File: config.mk
export PLATFORM = sky130hd
export DESIGN_NAME = mbarc_frame
export DESIGN_NICKNAME = d
export VERILOG_FILES = /design/src/design/mbarc_pkg.sv /design/src/design/mbarc_frame.sv
export SDC_FILE = /design/constraint.sdc
export NUM_CORES = 1
export LEC_CHECK = 0
export BUFFER_PORTS_ARGS = -buffer_cell sky130_fd_sc_hd__buf_2
export CAP_MARGIN = 20
export CORE_MARGIN = 3
export CORE_UTILIZATION = 40
export CTS_CLUSTER_DIAMETER = 200
export CTS_CLUSTER_SIZE = 30
export DETAILED_ROUTE_END_ITERATION = 8
export PLACE_DENSITY_LB_ADDON = 0.08
export SLEW_MARGIN = 20
export SYNTH_ARGS = -nofsm -noshare
export SYNTH_HDL_FRONTEND = slang
export SYNTH_SLANG_ARGS = --single-unit
File: constraint.sdc
create_clock -name clk -period 10.35 [get_ports clk]
set_clock_uncertainty 0.2 [all_clocks]
set_input_delay 1.5525 -clock clk [delete_from_list [all_inputs] [get_ports clk]]
set_output_delay 1.5525 -clock clk [all_outputs]
set_load 0.02 [all_outputs]
File: src/design/mbarc_pkg.sv
// shared types, constants and the crc step for the modbus angle response checker
// no dependencies
package mbarc_pkg;

  localparam logic [7:0]  DEV_ADDR_RESET    = 8'd127;
  localparam logic [7:0]  FUNC_READ_HOLD    = 8'h03;
  localparam logic [7:0]  FUNC_READ_HOLD_EX = 8'h83;
  localparam logic [7:0]  ANGLE_BYTE_COUNT  = 8'd4;
  localparam logic [7:0]  EXC_ILL_FUNC      = 8'd1;
  localparam logic [7:0]  EXC_ILL_ADDR      = 8'd2;
  localparam logic [15:0] CRC_INIT          = 16'hFFFF;
  localparam logic [15:0] CRC_POLY          = 16'hA001;
  localparam logic [3:0]  POS_MAX           = 4'd15;
  localparam logic [3:0]  POS_LAST_HDR      = 4'd2;
  localparam logic [3:0]  POS_FIRST_DATA    = 4'd3;
  localparam logic [3:0]  POS_LAST_DATA     = 4'd6;

  typedef enum logic [2:0] {
    ST_OK       = 3'd0,
    ST_CRC      = 3'd1,
    ST_ADDR     = 3'd2,
    ST_FUNC     = 3'd3,
    ST_COUNT    = 3'd4,
    ST_ILL_FUNC = 3'd5,
    ST_ILL_REG  = 3'd6,
    ST_OTHER    = 3'd7
  } status_t;

  // input stage contents
  typedef struct packed {
    logic       vld;
    logic       last;
    logic [7:0] data;
  } mbarc_item_t;

  // one finished result
  typedef struct packed {
    status_t     status;
    logic [31:0] angle;
    logic        cleared;
  } mbarc_result_t;

  // modbus crc-16 over one byte, reflected
  function automatic logic [15:0] crc_step(input logic [15:0] crc_in, input logic [7:0] b);
    logic [15:0] c;
    c = crc_in ^ {8'h00, b};
    for (int i = 0; i < 8; i++) begin
      if (c[0]) begin
        c = (c >> 1) ^ CRC_POLY;
      end else begin
        c = c >> 1;
      end
    end
    return c;
  endfunction

endpackage

File: src/design/mbarc_frame.sv
// frame state, crc and status check of the modbus angle response checker
// depends on mbarc_pkg
module mbarc_frame import mbarc_pkg::*; (
  input  logic          clk,
  input  logic          rst_n,
  input  mbarc_item_t   item,
  input  logic          fire,
  input  logic [7:0]    dev_addr,
  output mbarc_result_t result
);

  logic [15:0] crc_r, crc_nxt;
  logic [3:0]  pos_r, pos_nxt;
  logic [23:0] hdr_r, hdr_nxt;
  logic [31:0] data_r, data_nxt;
  logic [15:0] trail_r, trail_nxt;
  logic        warn_r, warn_nxt;

  logic [15:0] crc_upd;
  logic [23:0] hdr_upd;
  logic [31:0] data_upd;
  logic [15:0] rx_crc;
  logic [3:0]  data_pos;
  status_t     status;

  assign data_pos = pos_r - POS_FIRST_DATA;

  always_comb begin
    crc_upd  = (pos_r >= POS_LAST_HDR) ? crc_step(crc_r, trail_r[15:8]) : crc_r;
    hdr_upd  = hdr_r;
    data_upd = data_r;
    if (pos_r <= POS_LAST_HDR) begin
      hdr_upd[{pos_r[1:0], 3'b000} +: 8] = hdr_r[{pos_r[1:0], 3'b000} +: 8] | item.data;
    end else if (pos_r <= POS_LAST_DATA) begin
      data_upd[{data_pos[1:0], 3'b000} +: 8] =
        data_r[{data_pos[1:0], 3'b000} +: 8] | item.data;
    end
    rx_crc = {item.data, trail_r[7:0]};
  end

  // first failing check wins
  always_comb begin
    priority if (pos_r < POS_FIRST_DATA || rx_crc != crc_upd) begin
      status = ST_CRC;
    end else if (hdr_upd[7:0] != dev_addr) begin
      status = ST_ADDR;
    end else if (hdr_upd[15:8] == FUNC_READ_HOLD) begin
      status = (hdr_upd[23:16] == ANGLE_BYTE_COUNT) ? ST_OK : ST_COUNT;
    end else if (hdr_upd[15:8] == FUNC_READ_HOLD_EX) begin
      priority if (hdr_upd[23:16] == EXC_ILL_FUNC) begin
        status = ST_ILL_FUNC;
      end else if (hdr_upd[23:16] == EXC_ILL_ADDR) begin
        status = ST_ILL_REG;
      end else begin
        status = ST_OTHER;
      end
    end else begin
      status = ST_FUNC;
    end
  end

  always_comb begin
    result.status  = status;
    result.angle   = '0;
    result.cleared = 1'b0;
    if (status == ST_OK) begin
      result.angle   = {data_upd[23:16], data_upd[31:24], data_upd[7:0], data_upd[15:8]};
      result.cleared = warn_r;
    end
  end

  always_comb begin
    crc_nxt   = crc_r;
    pos_nxt   = pos_r;
    hdr_nxt   = hdr_r;
    data_nxt  = data_r;
    trail_nxt = trail_r;
    warn_nxt  = warn_r;
    if (fire) begin
      if (item.last) begin
        crc_nxt   = CRC_INIT;
        pos_nxt   = '0;
        hdr_nxt   = '0;
        data_nxt  = '0;
        trail_nxt = '0;
        warn_nxt  = (status != ST_OK);
      end else begin
        crc_nxt   = crc_upd;
        pos_nxt   = (pos_r == POS_MAX) ? pos_r : pos_r + 4'd1;
        hdr_nxt   = hdr_upd;
        data_nxt  = data_upd;
        trail_nxt = {trail_r[7:0], item.data};
      end
    end
  end

  always_ff @(posedge clk) begin
    if (!rst_n) begin
      crc_r   <= CRC_INIT;
      pos_r   <= '0;
      hdr_r   <= '0;
      data_r  <= '0;
      trail_r <= '0;
      warn_r  <= 1'b0;
    end else begin
      crc_r   <= crc_nxt;
      pos_r   <= pos_nxt;
      hdr_r   <= hdr_nxt;
      data_r  <= data_nxt;
      trail_r <= trail_nxt;
      warn_r  <= warn_nxt;
    end
  end

endmodule

Word-level counts from Yosys, hierarchy flattened
Index checks and enable logic that the tools add are counted.
- register bits after elaboration: 93
- bits of input ports: 21
- output and inout port bits: 36
- add/sub/neg operators: 4
- magnitude comparators: 4
- equal/unequal tests: 9
- shift-type cells: 6
- mux-type cells: 28
- bitwise logic cells: 11
- reduce and logical (&&, ||, !) cells: 5
- operators with widths (kind ; count):
    two-way mux 16 bit ; 11
    two-way mux 32 bit ; 3
    two-way mux 24 bit ; 2
    two-way mux 33 bit ; 1
    bitwise mux 32 bit ; 1
    variable shift 8 x 7 -> 32 bit (first input constant) ; 1
    indexed part select 32 x 6 -> 8 bit ; 1
    indexed part select 8 x 7 -> 32 bit ; 1
    bitwise mux 24 bit ; 1
    NOT 2 -> 3 bit ; 8
    variable shift 8 x 7 -> 24 bit (first input constant) ; 1
    indexed part select 24 x 6 -> 8 bit ; 1
    indexed part select 8 x 7 -> 24 bit ; 1
    == test 8 x 2 -> 1 bit (second input constant) ; 2
    inequality test 16 bit ; 1
    bitwise OR 8 bit ; 2
    XOR 16 x 8 -> 16 bit ; 1
    two-way mux 3 bit ; 5
    negator 5 -> 7 bit ; 2
    == test 8 x 1 -> 1 bit (second input constant) ; 1
    == test 8 x 3 -> 1 bit (second input constant) ; 1
    == test 8 bit (second input constant) ; 1
    two-way mux 4 bit ; 2
    inequality test 8 bit ; 1
    other kinds (14) ; 15

Logic depth before layout (Yosys ltp)
- depth after elaboration: 23
- mapped depth: 14
- gate-level depth less buffers: 10

Worst setup path before layout
Ideal clock, no wire load.
- path type: in2out
- start point: input item[4] (netlist bit)
- end point: output result[1] (netlist bit)
- data arrival time: 4.121 ns
- data required time: 8.597 ns
- slack: 4.477 ns
- cell stages on the path: 9
- cell sequence: clkbuf_1 xnor2_1 nand3_1 a2111oi_0 o221ai_2 nor4_2 and2b_1 o2111ai_4 nor4_1
- RTL lines (what ; RTL line ; source):
    start: declaration ; mbarc_frame.sv:6 ; input mbarc_item_t item,
    end: declaration ; mbarc_frame.sv:9 ; output mbarc_result_t result

==> reports/metrics.yaml <==
synth_fa_ha_area_share_pct: 1.15
finalSetupTns_ns: 0
core-area_sq_um: 15900
drv_cap: 0
relSlewSlack_pct: 28.8
muxShareOfSynthArea_pct: 4.60
drt_iter0_markers: 610
setup_slack_ns: 3.56
row_count: 46
max_stage_delay_ns: 0.94
end_kind: "output port"
track_usage_pct: 22.3
yosysMostFrequentCell: "dfxtp_1"
diodes: 0
clk_path_buf_depth: 2
multi_input_area_sq_um: 4130
worstPathRequired_ns: 8.60
hold_buffers: 0
dp_hpwl_um: 13800
netlist_instances: 765
cp_max_fo: 33
grt_pass1_vias: 5595
nets: 805
synth-seq-cells: 93
cts_tree: "built"
yosysTopAreaCellShare_pct: 28.5
grt.overflow.total: 0
synth_area_sq_um: 6530
fill_cells: 1574
firstDrtPassIters: 8
initial_core_util_pct: 41.0
startpoint_type: "flip-flop"
antenna_found_initial: 0
ant_nets: 0
remaining_drc_errors: 0
cp_top_family: "simple AND/OR/NAND/NOR gates"
wl_um: 19800
finalSetupViolCount: 0
cts_resized: 0
switching_share_pct: 28.4
ff_latch_area_sq_um: 1860
synth-compound-area-share_pct: 22.8
clock_sinks: 93
grt_pass1_wl_um: 31900
avgRoutedWirePerCell_um: 19.9
vias: 6008
synth_ff_type: "dfxtp_1"
root_buffer: "clkbuf_16"
synthesis.nets: 792
fin_util_pct: 44.6
grt_max_degree: 78
synth_edf_count: 0
area_growth_pct: 8.95
maxSlewViolCount: 0
crit_type: "flip-flop to output port"
yosys-top-cells-count: "dfxtp_1, inv_1, a22oi_1, nand2_1, and2_1"
hp-class: "flip-flop to flip-flop"
rsz0062_at_grt: "no"
io_buffer_count: 55
fmax_mhz: 147
die_x_um: 134
synth-simple-area-share_pct: 26.8
finalHoldViolCount: 0
cts_buffers: 9
leakage_nw: 2.50
die_y_um: 134
routabilityCongestion: 0.862
tightest_slew_ns: 1.04
clk_latency_ns: 0.36
cp.buffers_inverters: 2
postCtsSetupRepairBufs: 0
ys_seq_area_share_pct: 28.5
preCtsSetupSlack_ns: 4.03
async_flop_share_pct: 0
combPwrFrac_pct: 13.3
peakVddDrop_v: 0.0000768
synth_xor_area_share_pct: 7.68
synth_area_leader_cell: "dfxtp_1"
synth_top_family_by_area: "simple AND/OR/NAND/NOR gates"
ys_warn_count: 0
synth_area_leaders: "dfxtp_1, a22oi_1, nor4_2"
synth.avg_cell_area_sq_um: 8.53
final.period_utilization_pct: 65.6
vias_per_cell: 6.01
min_period_ns: 6.79
status: "finished, final reports clean"
htreeDepth: 3
switching_power_mw: 0.237
io-pin-count: 57
arrival_ns: 5.03
drive_above_1_share_pct: 18.5
p_int_mw: 0.599
clockPowerShare_pct: 42.7
power_density_nw_per_um2: 118
slowest_stage: "dfxtp_1"
synth_cell_types: 74
die_area_sq_um: 17900
cp_cell_sequence: "inv_1 > ha_1 > nand2b_1 > nor3_1 > a22o_1 > nand3_1 > or3_2 > nor4_1 > buf_2"
seq_power_share_pct: 44.0
clkTransAtPathRegs_ns: 0.07
## metrics by stage
| step | area [sq um] | instances | power [mW] | hold WS, ns |
|---|---|---|---|---|
| 2_1_floorplan | 6530 | 765 | 0.454 | 0.260 |
| 4_1_cts | 7100 | 999 | 0.839 | 0.316 |
| 6_report | 7110 | 999 | 0.836 | 0.311 |
| 3_5_place_dp | 6800 | 983 | 0.485 | 0.304 |
| 3_3_place_gp | 6800 | 983 | 0.484 | 0.288 |
| 5_1_grt | 7110 | 999 | 0.864 | 0.338 |
## flip-flops by register name, indices dropped and copies added, names as in the netlist
register,count
crc_r,16
data_r,32
hdr_r,24
pos_r,4
trail_r,16
warn_r,1
## area by class of cell
| class | count | area share [%] |
|---|---|---|
| clock buffer | 10 | 3.36 |
| tap | 216 | 3.80 |
| multi-input combinational | 554 | 58.1 |
| timing repair buffer | 61 | 4.50 |
| inverter | 59 | 3.11 |
| clock inverter | 6 | 0.967 |
| sequential | 93 | 26.2 |
## path summary, 6_finish.rpt
kind	startpoint	end	slack, ns	cells after the start
worst max-delay path	pos_r[1]	result[1]	3.56	9
worst min-delay path	crc_r[14]	crc_r[14]	0.31	2
worst max register to register	pos_r[1]	warn_r	5.94	9
worst min register to register	crc_r[14]	crc_r[14]	0.31	2
## power groups by stage
stage / Sequential [mW] / Clock, mW / Combinational (mW)
finish: 0.368 / 0.357 / 0.111
global route: 0.368 / 0.376 / 0.120
CTS: 0.368 / 0.362 / 0.109
detailed placement: 0.376 / 0 / 0.109
global placement: 0.376 / 0 / 0.108
floorplan: 0.374 / 0 / 0.0800
## layout by cell type (no fill, tap or decap), types with 3 or more instances in the layout
cell        n
mux2_2      6
a22oi_1    53
a41oi_1     4
nor4_1     12
a2111oi_0   3
nor4_2     30
o2111ai_1   3
nand3b_1    3
a21oi_1    24
xnor3_1     4
ha_1        6
nor2b_1    32
buf_2      55
nor3_1     17
nand2b_1    5
a31oi_1     6
xnor2_1    21
o211ai_1   13
nand4_1     7
o21ai_0     7
xnor2_2     5
mux4_2      8
dfxtp_1    93
nand3_1    17
a32oi_1     7
nor2_1     35
nand2_1    53
xor2_1      9
buf_4       6
inv_1      58
clkbuf_16   9
o22ai_1    49
o21ai_1     3
a221o_1    16
and2_1     52
mux2i_1     3
## worst min-delay path, stage by stage (launching register included)
cell and delay, ns:
dfxtp_1 0.33, nand2_1 0.06, nand3_1 0.07
## metal layers
metal / track usage [%] / routed length, um / vias up
li1: - / - / 2846
met1: 32.7 / 9630 / 2936
met2: 34.0 / 8850 / 195
met3: 2.64 / 925 / 31
met4: 7.20 / 430 / 0
met5: 0 / 0 / -
## logic make-up after synthesis
family	Yosys count
AOI/OAI and AO/OA	204
buffers and inverters	118
DFF	93
xor gates and xnor gates	42
and+or+nand+nor	283
adders and majority gates	6
muxes	19
No activity file was read; power rests on OpenSTA's default activity.
